===== src/rtl/actuator_position_pid_unit_assert.svh =====
// Assertion macros for the actuator position PID block.
// Included by the modules that check their own sequencing; no dependencies.
`ifndef ACTUATOR_POSITION_PID_UNIT_ASSERT_SVH
`define ACTUATOR_POSITION_PID_UNIT_ASSERT_SVH
`ifndef SYNTHESIS
// Condition that must hold at every clock edge out of reset.
`define APPU_ASSERT(label, clk, rst_n, expr) \
    label: assert property (@(posedge clk) disable iff (!rst_n) (expr)) \
        else $error("appu assertion failed");
// Condition that must hold in the cycle after the trigger.
`define APPU_ASSERT_NEXT(label, clk, rst_n, ante, cons) \
    label: assert property (@(posedge clk) disable iff (!rst_n) (ante) |=> (cons)) \
        else $error("appu assertion failed");
`else
`define APPU_ASSERT(label, clk, rst_n, expr)
`define APPU_ASSERT_NEXT(label, clk, rst_n, ante, cons)
`endif
`endif


===== src/rtl/appu_pkg.sv =====
// Shared types, constants and helpers for the actuator position PID block.
// No dependencies; used by appu_mul, appu_div and the top level.
`timescale 1ns / 1ps

package appu_pkg;

    // register indexes on the config port
    localparam int unsigned CFG_IDX_W = 3;
    localparam logic [CFG_IDX_W-1:0] REG_PROP_GAIN      = 3'd0;
    localparam logic [CFG_IDX_W-1:0] REG_INTEG_GAIN     = 3'd1;
    localparam logic [CFG_IDX_W-1:0] REG_DERIV_GAIN     = 3'd2;
    localparam logic [CFG_IDX_W-1:0] REG_INTEGRAL_LIMIT = 3'd3;
    localparam logic [CFG_IDX_W-1:0] REG_DEADZONE       = 3'd4;
    localparam logic [CFG_IDX_W-1:0] REG_MAX_SPEED      = 3'd5;
    localparam logic [CFG_IDX_W-1:0] REG_MIN_SPEED      = 3'd6;
    localparam logic [CFG_IDX_W-1:0] REG_HOME_POSITION  = 3'd7;

    // reset values of the config registers
    localparam logic [23:0] RST_PROP_GAIN      = 24'd469893;
    localparam logic [23:0] RST_INTEG_GAIN     = 24'd5898;
    localparam logic [23:0] RST_DERIV_GAIN     = 24'd0;
    localparam logic [15:0] RST_INTEGRAL_LIMIT = 16'd5000;
    localparam logic [7:0]  RST_DEADZONE       = 8'd1;
    localparam logic [14:0] RST_MAX_SPEED      = 15'd10000;
    localparam logic [14:0] RST_MIN_SPEED      = 15'd50;
    localparam logic [31:0] RST_HOME_POSITION  = 32'd0;

    // hold band is deadzone plus this margin
    localparam logic [8:0] BAND_MARGIN = 9'd10;

    // shared multiplier: signed A x signed B, registered product
    localparam int unsigned MUL_A_W = 34;
    localparam int unsigned MUL_B_W = 25;
    localparam int unsigned MUL_P_W = MUL_A_W + MUL_B_W;

    // shared radix-4 divider
    localparam int unsigned DIV_NUM_W = 66;
    localparam int unsigned DIV_DEN_W = 16;
    localparam int unsigned DIV_CNT_W = 6;
    localparam logic [DIV_CNT_W-1:0] KI_DIV_STEPS = 6'd25;
    localparam logic [DIV_CNT_W-1:0] KD_DIV_STEPS = 6'd33;
    localparam logic [DIV_DEN_W-1:0] KI_DIVISOR   = 16'd1000;

    typedef struct packed {
        logic                 start;
        logic [DIV_NUM_W-1:0] dividend;
        logic [DIV_DEN_W-1:0] divisor;
        logic [DIV_CNT_W-1:0] steps;
    } div_req_t;

    typedef struct packed {
        logic                 busy;
        logic                 done;
        logic [DIV_NUM_W-1:0] quot;
    } div_rsp_t;

    // x * 1000 as shifts: 1024x - 16x - 8x
    function automatic logic [25:0] times_1000(input logic [15:0] x);
        logic [25:0] xe;
        xe = {10'b0, x};
        return (xe << 10) - (xe << 4) - (xe << 3);
    endfunction

endpackage


===== src/rtl/appu_mul.sv =====
// Shared signed multiplier with a registered product.
// Depends on appu_pkg for operand widths.
`timescale 1ns / 1ps

module appu_mul (
    input  logic                                 clk,
    input  logic signed [appu_pkg::MUL_A_W-1:0]  a,
    input  logic signed [appu_pkg::MUL_B_W-1:0]  b,
    output logic signed [appu_pkg::MUL_P_W-1:0]  p
);

    logic signed [appu_pkg::MUL_P_W-1:0] prod;
    logic signed [appu_pkg::MUL_P_W-1:0] p_reg;

    assign prod = a * b;

    always_ff @(posedge clk)
    begin
        p_reg <= prod;
    end

    assign p = p_reg;

endmodule


===== config.mk =====
export PLATFORM = sky130hd
export DESIGN_NAME = appu_mul
export DESIGN_NICKNAME = d
export VERILOG_FILES = /design/src/rtl/actuator_position_pid_unit_assert.svh /design/src/rtl/appu_pkg.sv /design/src/rtl/appu_mul.sv
export SDC_FILE = /design/constraint.sdc
export NUM_CORES = 2
export LEC_CHECK = 0
export BUFFER_PORTS_ARGS = -buffer_cell sky130_fd_sc_hd__buf_2
export CAP_MARGIN = 10
export CELL_PAD_IN_SITES_DETAIL_PLACEMENT = 1
export CELL_PAD_IN_SITES_GLOBAL_PLACEMENT = 1
export CORE_AREA = 4 4 187 371
export CTS_BUF_LIST = sky130_fd_sc_hd__clkbuf_4 sky130_fd_sc_hd__clkbuf_8 sky130_fd_sc_hd__clkbuf_16
export DETAILED_ROUTE_END_ITERATION = 6
export DIE_AREA = 0 0 191 375
export GPL_ROUTABILITY_DRIVEN = 1
export GPL_TIMING_DRIVEN = 0
export PLACE_DENSITY = 0.79
export SLEW_MARGIN = 20
export SYNTH_ARGS = -nofsm -noshare
export SYNTH_HDL_FRONTEND = slang
export SYNTH_SLANG_ARGS = --single-unit
export TNS_END_PERCENT = 5

===== constraint.sdc =====
create_clock -name clk -period 6.15 [get_ports clk]
set_input_delay 0.3075 -clock clk [delete_from_list [all_inputs] [get_ports clk]]
set_output_delay 0.3075 -clock clk [all_outputs]
set_load 0.01 [all_outputs]

==> run metrics <==
Syn Inst Count 3,304; iteration count of the initial detailed-routing pass 6; number of enable-type register cells in the synthesized netlist 0; Residual DRC 0; Critical Setup Path Class primary input to flip-flop; run status finished, violations left; Seq cells post-synth 59; IO Pins 119; largest cells by area after synthesis sky130_fd_sc_hd__fa_1 56%, sky130_fd_sc_hd__inv_1 9.9%, sky130_fd_sc_hd__and2_1 8.6%; Hold Crit Depth 2; distinct cell type count after synthesis 55; H-tree levels 3; most frequent cells after synthesis 865 x sky130_fd_sc_hd__fa_1, 814 x sky130_fd_sc_hd__inv_1, 440 x sky130_fd_sc_hd__nand2_1, 425 x sky130_fd_sc_hd__and2_1, 159 x sky130_fd_sc_hd__ha_1; initial core utilization 46.6%; violated checks setup timing; Compound-Gate Fraction of Synth Area 4.34%; GP Congestion 1.09; post-placement setup slack -2.87 ns; commonest register cell after synthesis sky130_fd_sc_hd__dfxtp_1; CTS tree built; routed wirelength normalized by instance count 33.6 um; period utilisation layout 112%; Final Hold Violating Endpoints 0; area delta synth->final 20.0%; antenna violations before repair 17; mean post-synth cell area 9.39 um^2; pin count of the biggest net entering global routing 15; number of global-route vias before repair 30.3k; max-cap violations 0; register area share after synthesis 3.81%; simple-gate share of the synthesized area 15.8%; hpwl dp 118 mm; number of clock sinks seen by CTS 59; terminating pin of the worst hold path p[0]; top cell type's share of synthesized area 55.8%; data arrival time of the worst path 7.17 ns; adder-cell area share of the yosys netlist 62.3%; required time at the worst-slack endpoint 6.46 ns; Hold WC Path Type primary input to flip-flop; worst-case hold slack 0.297 ns; Finished Core Util 55.9%; Num CTS Buffers 9; Layout Nets 4,613; share of layout cells above drive strength 1 16.8%; xor and xnor area share after synthesis 1.92%; final antenna-violating net count 0; Detailed Route Iter0 Violations 1,651; number of buffers on the longest clock path 2; mux contribution to synthesized area 0.0686%; global-route wire length before repair 213 mm; Core ar. 66,600 um^2; launch instance of the worst min-delay path b[0]; type of destination of the critical path flip-flop; filler cell count 7,342; Tot GR Track Use 43.1%; Max Clk Rate 0.146 GHz; Die Span Y 375 um; fraction of synthesis flops using an asynchronous set or reset pin 0%; Site Rows 134; netlist area before placement 31,000 um^2; routed via count 25.7k; highest net fanout along the worst path 10; most instantiated library cell after synthesis sky130_fd_sc_hd__fa_1; worst slew slack as a fraction of its limit 28.3%; kind of start point of the critical path primary input; post-detailed-route via-to-cell ratio 5.80; floorplan die area 71,600 um^2; transition time of the tightest slew-check pin 1.07 ns; net count after synthesis 4,388; library cell used as clock root buffer sky130_fd_sc_hd__clkbuf_16; synthesis warning total 0; RSZ-0062 raised after global routing yes; clock-pin transition on the worst setup and hold timing paths 0.08 ns; port bufs 118; Post-CTS Hold Fix Bufs 0; GRT Residual Overflow 0; die boundary width 191 um; number of flip-flops in the largest register 59; wirelength, routed 149 mm; count of pins over their slew limit 0; number of failing setup endpoints in the final timing report 32; final worst setup slack -0.714 ns; combinational family with the most area after synthesis adder cells; Yosys top cell by area sky130_fd_sc_hd__fa_1; post-layout min period 6.86 ns
-- worst max-delay path by stage --
stage	endpoint	slack, ns	startpoint	cells past startpoint
final	p[56]	-0.71	a[7]	25
after detailed placement	p[56]	-2.87	a[33]	21
after global routing	p[56]	-0.80	b[15]	29
after CTS	p[58]	-0.56	b[5]	26
after floorplan	p[58]	-0.06	b[10]	23
after global placement	p[56]	-2.71	a[33]	23
-- cell families (layout without fill, tap and decap cells) --
logic type,after synthesis,count (layout)
simple gates,974,974
xor+xnor,68,68
buf+inv,973,1203
other cells,0,17
compound gates,204,204
mux,2,2
fa+ha+maj,1024,1024
flops,59,59
-- cell usage in the layout (no fill, tap or decap), drive strengths merged, types with 5 or more instances in the layout --
cell and n:
clkbuf 141, buf 241, diode 17, nand2 440
a211oi 6, nand3 16, nor3 6, o21a 8
o211ai 6, clkinvlp 5, o21ai 42, dfxtp 59
o21bai 10, xnor2 48, nand2b 8, fa 865
a21o 27, nand4 10, a21oi 70, and2 425
ha 159, nor2 28, a31oi 9, nor2b 28
xor2 20, inv 814
-- area by class of cell --
class | instances | area [um^2] | share of cell area [%]
diodes | 17 | 42.5 | 0.114
plain buffers | 152 | 2580 | 6.92
clock buffers | 9 | 225 | 0.605
clock inverters | 7 | 58.8 | 0.158
inverters | 814 | 3070 | 8.25
multi-input cells | 2272 | 27100 | 72.9
flip-flops and latches | 59 | 1180 | 3.17
well taps | 884 | 1110 | 2.97
repair buffers | 221 | 1820 | 4.90
-- critical path, cell delays in order --
cell and delay (ns):
sky130_fd_sc_hd__buf_6 0.16, sky130_fd_sc_hd__clkbuf_16 0.20, sky130_fd_sc_hd__nand2_1 0.08, sky130_fd_sc_hd__fa_1 0.54
sky130_fd_sc_hd__inv_1 0.09, sky130_fd_sc_hd__fa_1 0.52, sky130_fd_sc_hd__inv_1 0.06, sky130_fd_sc_hd__fa_1 0.55
sky130_fd_sc_hd__inv_1 0.06, sky130_fd_sc_hd__fa_2 0.70, sky130_fd_sc_hd__fa_1 0.49, sky130_fd_sc_hd__fa_1 0.48
sky130_fd_sc_hd__fa_1 0.53, sky130_fd_sc_hd__ha_4 0.37, sky130_fd_sc_hd__nand2_4 0.08, sky130_fd_sc_hd__buf_4 0.17
sky130_fd_sc_hd__o311ai_4 0.33, sky130_fd_sc_hd__a211oi_2 0.14, sky130_fd_sc_hd__and2_4 0.20, sky130_fd_sc_hd__a311oi_4 0.32
sky130_fd_sc_hd__buf_12 0.19, sky130_fd_sc_hd__o21ai_4 0.09, sky130_fd_sc_hd__o2111ai_2 0.26, sky130_fd_sc_hd__a21oi_2 0.09
sky130_fd_sc_hd__xnor2_1 0.13
-- routing by layer --
metal	routed length, um	up-vias	global-route usage, %
met5	19	-	0
met4	25100	4	51.5
met3	12000	953	14.6
met2	73200	1511	70.8
met1	38700	13323	36.6
li1	-	9950	-
-- through the flow --
step                TNS (ns)  cell area [um^2]  std cells
floorplan             -0.166             31400       3304
global placement      -62.68             33100       4306
detailed placement    -65.86             33100       4306
CTS                    -7.74             36700       4392
global route          -17.47             37200       4418
finish                -13.08             37200       4435
-- what timing repair did --
| item | CTS | global route |
|---|---|---|
| pin swaps | 92 | 68 |
| resized for setup | 621 | 95 |
| setup endpoints to repair | 40 | 35 |
| gates cloned | 1 | 0 |
| buffers inserted | 76 | 28 |
Power is left out: the tool's default activity adds up to more than one toggle a clock period on the data nets, which glitch-free logic cannot reach.
