==> src/rtl/actuator_position_pid_unit_assert.svh <==
// Assertion macros for the actuator position PID block.
// Included by the modules that check their own sequencing; no dependencies.
`ifndef ACTUATOR_POSITION_PID_UNIT_ASSERT_SVH
`define ACTUATOR_POSITION_PID_UNIT_ASSERT_SVH
`ifndef SYNTHESIS
// Condition that must hold at every clock edge out of reset.
`define APPU_ASSERT(label, clk, rst_n, expr) \
    label: assert property (@(posedge clk) disable iff (!rst_n) (expr)) \
        else $error("appu assertion failed");
// Condition that must hold in the cycle after the trigger.
`define APPU_ASSERT_NEXT(label, clk, rst_n, ante, cons) \
    label: assert property (@(posedge clk) disable iff (!rst_n) (ante) |=> (cons)) \
        else $error("appu assertion failed");
`else
`define APPU_ASSERT(label, clk, rst_n, expr)
`define APPU_ASSERT_NEXT(label, clk, rst_n, ante, cons)
`endif
`endif

==> src/rtl/appu_pkg.sv <==
// Shared types, constants and helpers for the actuator position PID block.
// No dependencies; used by appu_mul, appu_div and the top level.
`timescale 1ns / 1ps

package appu_pkg;

    // register indexes on the config port
    localparam int unsigned CFG_IDX_W = 3;
    localparam logic [CFG_IDX_W-1:0] REG_PROP_GAIN      = 3'd0;
    localparam logic [CFG_IDX_W-1:0] REG_INTEG_GAIN     = 3'd1;
    localparam logic [CFG_IDX_W-1:0] REG_DERIV_GAIN     = 3'd2;
    localparam logic [CFG_IDX_W-1:0] REG_INTEGRAL_LIMIT = 3'd3;
    localparam logic [CFG_IDX_W-1:0] REG_DEADZONE       = 3'd4;
    localparam logic [CFG_IDX_W-1:0] REG_MAX_SPEED      = 3'd5;
    localparam logic [CFG_IDX_W-1:0] REG_MIN_SPEED      = 3'd6;
    localparam logic [CFG_IDX_W-1:0] REG_HOME_POSITION  = 3'd7;

    // reset values of the config registers
    localparam logic [23:0] RST_PROP_GAIN      = 24'd469893;
    localparam logic [23:0] RST_INTEG_GAIN     = 24'd5898;
    localparam logic [23:0] RST_DERIV_GAIN     = 24'd0;
    localparam logic [15:0] RST_INTEGRAL_LIMIT = 16'd5000;
    localparam logic [7:0]  RST_DEADZONE       = 8'd1;
    localparam logic [14:0] RST_MAX_SPEED      = 15'd10000;
    localparam logic [14:0] RST_MIN_SPEED      = 15'd50;
    localparam logic [31:0] RST_HOME_POSITION  = 32'd0;

    // hold band is deadzone plus this margin
    localparam logic [8:0] BAND_MARGIN = 9'd10;

    // shared multiplier: signed A x signed B, registered product
    localparam int unsigned MUL_A_W = 34;
    localparam int unsigned MUL_B_W = 25;
    localparam int unsigned MUL_P_W = MUL_A_W + MUL_B_W;

    // shared radix-4 divider
    localparam int unsigned DIV_NUM_W = 66;
    localparam int unsigned DIV_DEN_W = 16;
    localparam int unsigned DIV_CNT_W = 6;
    localparam logic [DIV_CNT_W-1:0] KI_DIV_STEPS = 6'd25;
    localparam logic [DIV_CNT_W-1:0] KD_DIV_STEPS = 6'd33;
    localparam logic [DIV_DEN_W-1:0] KI_DIVISOR   = 16'd1000;

    typedef struct packed {
        logic                 start;
        logic [DIV_NUM_W-1:0] dividend;
        logic [DIV_DEN_W-1:0] divisor;
        logic [DIV_CNT_W-1:0] steps;
    } div_req_t;

    typedef struct packed {
        logic                 busy;
        logic                 done;
        logic [DIV_NUM_W-1:0] quot;
    } div_rsp_t;

    // x * 1000 as shifts: 1024x - 16x - 8x
    function automatic logic [25:0] times_1000(input logic [15:0] x);
        logic [25:0] xe;
        xe = {10'b0, x};
        return (xe << 10) - (xe << 4) - (xe << 3);
    endfunction

endpackage

==> src/rtl/appu_div.sv <==
// Shared unsigned radix-4 restoring divider, two quotient bits per cycle.
// Depends on appu_pkg for the request and response structs.
`timescale 1ns / 1ps

module appu_div (
    input  logic                clk,
    input  logic                rst_n,
    input  appu_pkg::div_req_t  req,
    output appu_pkg::div_rsp_t  rsp
);

    logic [appu_pkg::DIV_NUM_W-1:0] num_reg;
    logic [appu_pkg::DIV_NUM_W-1:0] quot_reg;
    logic [appu_pkg::DIV_DEN_W-1:0] rem_reg;
    logic [appu_pkg::DIV_DEN_W-1:0] dvs_reg;
    logic [appu_pkg::DIV_CNT_W-1:0] cnt_reg;
    logic                           busy_reg;
    logic                           done_reg;

    logic [appu_pkg::DIV_DEN_W:0] r1;
    logic [appu_pkg::DIV_DEN_W:0] r1m;
    logic [appu_pkg::DIV_DEN_W:0] r2;
    logic [appu_pkg::DIV_DEN_W:0] r2m;
    logic                         ge1;
    logic                         ge2;

    always_comb
    begin
        r1  = {rem_reg, num_reg[appu_pkg::DIV_NUM_W-1]};
        ge1 = r1 >= {1'b0, dvs_reg};
        r1m = ge1 ? r1 - {1'b0, dvs_reg} : r1;
        r2  = {r1m[appu_pkg::DIV_DEN_W-1:0], num_reg[appu_pkg::DIV_NUM_W-2]};
        ge2 = r2 >= {1'b0, dvs_reg};
        r2m = ge2 ? r2 - {1'b0, dvs_reg} : r2;
    end

    always_ff @(posedge clk or negedge rst_n)
    begin
        if (!rst_n)
        begin
            busy_reg <= 1'b0;
            done_reg <= 1'b0;
            cnt_reg  <= '0;
        end
        else
        begin
            done_reg <= busy_reg && (cnt_reg == appu_pkg::DIV_CNT_W'(1));
            if (req.start)
            begin
                busy_reg <= 1'b1;
                cnt_reg  <= req.steps;
            end
            else if (busy_reg)
            begin
                cnt_reg <= cnt_reg - appu_pkg::DIV_CNT_W'(1);
                if (cnt_reg == appu_pkg::DIV_CNT_W'(1))
                begin
                    busy_reg <= 1'b0;
                end
            end
        end
    end

    always_ff @(posedge clk)
    begin
        if (req.start)
        begin
            num_reg  <= req.dividend;
            dvs_reg  <= req.divisor;
            rem_reg  <= '0;
            quot_reg <= '0;
        end
        else if (busy_reg)
        begin
            num_reg  <= {num_reg[appu_pkg::DIV_NUM_W-3:0], 2'b00};
            rem_reg  <= r2m[appu_pkg::DIV_DEN_W-1:0];
            quot_reg <= {quot_reg[appu_pkg::DIV_NUM_W-3:0], ge1, ge2};
        end
    end

    assign rsp.busy = busy_reg;
    assign rsp.done = done_reg;
    assign rsp.quot = quot_reg;

endmodule

==> config.mk <==
export PLATFORM = sky130hd
export DESIGN_NAME = appu_div
export DESIGN_NICKNAME = d
export VERILOG_FILES = /design/src/rtl/actuator_position_pid_unit_assert.svh /design/src/rtl/appu_pkg.sv /design/src/rtl/appu_div.sv
export SDC_FILE = /design/constraint.sdc
export NUM_CORES = 1
export LEC_CHECK = 0
export ABC_AREA = 1
export ABC_CLOCK_PERIOD_IN_PS = 3850
export BUFFER_PORTS_ARGS = -buffer_cell sky130_fd_sc_hd__buf_2
export CAP_MARGIN = 20
export CORE_MARGIN = 3
export CORE_UTILIZATION = 56
export DETAILED_ROUTE_END_ITERATION = 10
export GPL_TIMING_DRIVEN = 0
export PLACE_DENSITY = 0.8
export SYNTH_ARGS = -nofsm -noshare
export SYNTH_HDL_FRONTEND = slang
export SYNTH_SLANG_ARGS = --single-unit
==> constraint.sdc <==
create_clock -name clk -period 3.85 [get_ports clk]
set_input_delay 0.5775 -clock clk [delete_from_list [all_inputs] [get_ports clk]]
set_output_delay 0.5775 -clock clk [all_outputs]
set_load 0.03 [all_outputs]
==> metrics.cfg <==
[run_status]
status = completed

[floorplanning]
start_util_pct = 57.9
die_area_um2 = 16700
die_y_um = 129
io_pins = 159
placementRows = 44
core_area_um2 = 14700
fp.dieW_um = 129

[timing]
period_share_pct = 97.0
holdWs_ps = 321
postLayoutSetupSlackWorst_ps = 117
setup_viol = 0
skew_ps = 6.69
worstMarginPinSlew_ps = 536
slew_viol_final = 0
max_freq_mhz = 268
period_needed_ps = 3730
max_slew_margin_pct = 63.9
fin_tns_setup_ps = 0
hold_viol = 0

[critical_path]
start_kind = flip-flop
cp.arrival_ps = 4110
cp_max_fo = 10
critical_path_required_ps = 4220
setup.worst_path.end_class = flip-flop
critical_path_class = reg -> reg

[placed_design]
place_congestion = 0.922
place_ws_ps = -216
numPortBuffers = 158
postPlaceCellArea_um2 = 9570
dp_hpwl_um = 15300
post-place-cells = 1375

[global_route]
grt_pass1_vias = 6979
grt_max_degree = 72
grt_first_pass_wirelength_um = 32800
antenna_found_initial = 1
grt-ovfl-total = 0
track_usage_pct = 24.6

[synth]
ys_seq_elements = 172
synth-seq-area-share_pct = 50.5
synth_edf_count = 82
ys_async_sr_fraction_pct = 4.65
synth.area.top_cells = edfxtp_1, dfxtp_1, nand2_1
yosys.area.top_type = edfxtp_1
avgSynthCellArea_um2 = 8.25
synth_top_area_share_pct = 28.9
syn_area_um2 = 8520
synth_top_cells_by_count = nand2_1, inv_1, dfxtp_1, edfxtp_1, o22ai_1
ys_warn_count = 0
synth.distinct_cells = 43
synth_most_common_cell = nand2_1
syn_inst = 1032
synth_ff_type = edfxtp_1
synth_fp_nets = 1159

[routing]
wl_per_cell_um = 14.8
wl_um = 20800
drc = 0
drtPass1Iterations = 5
drtIter0Drc = 485
via_per_inst = 5.22
ant_nets = 0
vias = 7374

[layout]
finalInstanceArea_um2 = 10500
fillers = 1131
n_antenna_cell = 0
layout-drive-gt1-share_pct = 22.1
stdcell_count = 1412
nets = 1342
syn2layout_area_growth_pct = 22.9

[min_path]
hold_class = in -> reg

[power_and_ir_drop]
p_leak_nw = 5.08
ir_drop_mv = 0.583
power.density_nw_per_um2 = 775

[job]
maxCapViolCount = 0

[cts]
htreeDepth = 4
cts.sinks = 172
numCtsBuffers = 17
cts.clk_slew.worst_paths_ps = 70
clockBufferDepth = 2
cts_tree = yes
clk_root_buffer_cell = clkbuf_16
clk_latency_ps = 430

-- power by group --
group          leakage [nW]  switching [mW]  internal (mW)
Combinational          3.15            2.50           1.63
Clock                 0.290           0.769          0.921
Sequential             1.64           0.141           2.15
-- cell usage in the layout (no fill, tap or decap), drive strengths merged --
cell,count
clkinv,5
nand3,50
dlygate4sd3,1
xnor2,16
bufinv,1
o221ai,3
o21a,2
a21o,2
buf,173
or2,3
a21boi,3
nand2,378
nor3,4
edfxtp,82
and2,1
ha,34
fa,2
dfxtp,82
nor2,33
nand4,6
xor2,10
clkbuf,48
o21ai,24
o211ai,4
o22ai,63
clkinvlp,1
a21oi,25
a31oi,2
dfrtp,8
inv,162
-- per-stage QoR --
| step | power [mW] | utilization, % |
|---|---|---|
| final | 8.11 | 71.2 |
| after global routing | 8.63 | 71.2 |
| after CTS | 7.64 | 69.7 |
| after global placement | 5.76 | 64.9 |
| after floorplan | 5.07 | - |
| after detailed placement | 5.83 | 65.1 |
-- routing by layer --
layer / routed length (um) / global-route usage [%] / vias to the layer above
li1: - / - / 3702
met1: 9040 / 32.3 / 3381
met2: 10100 / 40.4 / 247
met3: 1190 / 5.56 / 42
met4: 516 / 8.89 / 2
met5: 13 / 0 / -
-- kinds of logic (layout without fill, tap and decap cells) --
logic type | count (synthesis) | after routing | synth area share (%)
and+or+nand+nor | 475 | 475 | 23.3
buffers and inverters | 195 | 391 | 8.96
DFF | 172 | 172 | 50.5
AOI/OAI and AO/OA | 128 | 128 | 9.02
adders and majority gates | 36 | 36 | 5.47
xor gates and xnor gates | 26 | 26 | 2.67
-- worst max-delay path: stages (launching register included) --
cell and delay (ps):
edfxtp_1 390, inv_1 160, ha_4 250, nand2_1 80
nand2_1 80, inv_1 80, nand3_2 150, nand2_2 130
nand2_4 80, nand2_4 110, nand2_8 90, o21ai_0 450
ha_1 350, nand3_1 120, nand2_2 110, nand3_1 110
nand2_2 90, nand2_1 80, nand2_2 80, nand2_4 120
nand4_4 130, buf_6 170, nand2_1 70, nand3_1 100
nand2_1 80
-- cell type report --
type	count	area (um2)	share of cell area, %
clock buffers	18	430	4.11
plain buffers	40	195	1.87
inverters	155	582	5.56
repair buffers	164	858	8.20
multi-input cells	665	3710	35.5
flip-flops and latches	172	4300	41.1
clock inverters	14	154	1.47
well taps	184	230	2.20
-- final timing paths --
check,start,to,slack (ps),cells past startpoint
worst min-delay path,req[8],dvs_reg[2],320,1
worst max register to register,dvs_reg[4],rem_reg[10],120,24
worst min register to register,quot_reg[64],quot_reg[64],470,2
min in group asynchronous,rst_n,cnt_reg[2],540,2
worst max-delay path,dvs_reg[4],rem_reg[10],120,24
max in group asynchronous,rst_n,cnt_reg[4],3150,2
-- repair_timing --
item,in CTS,in global routing
pin swaps,0,3
setup buffers,0,4
resized for setup,22,38
hold buffers,1,0
gates cloned,0,0
setup endpoints to repair,17,17
endpoints found under the hold margin,8,0
Power figures use the tool's default switching activity.
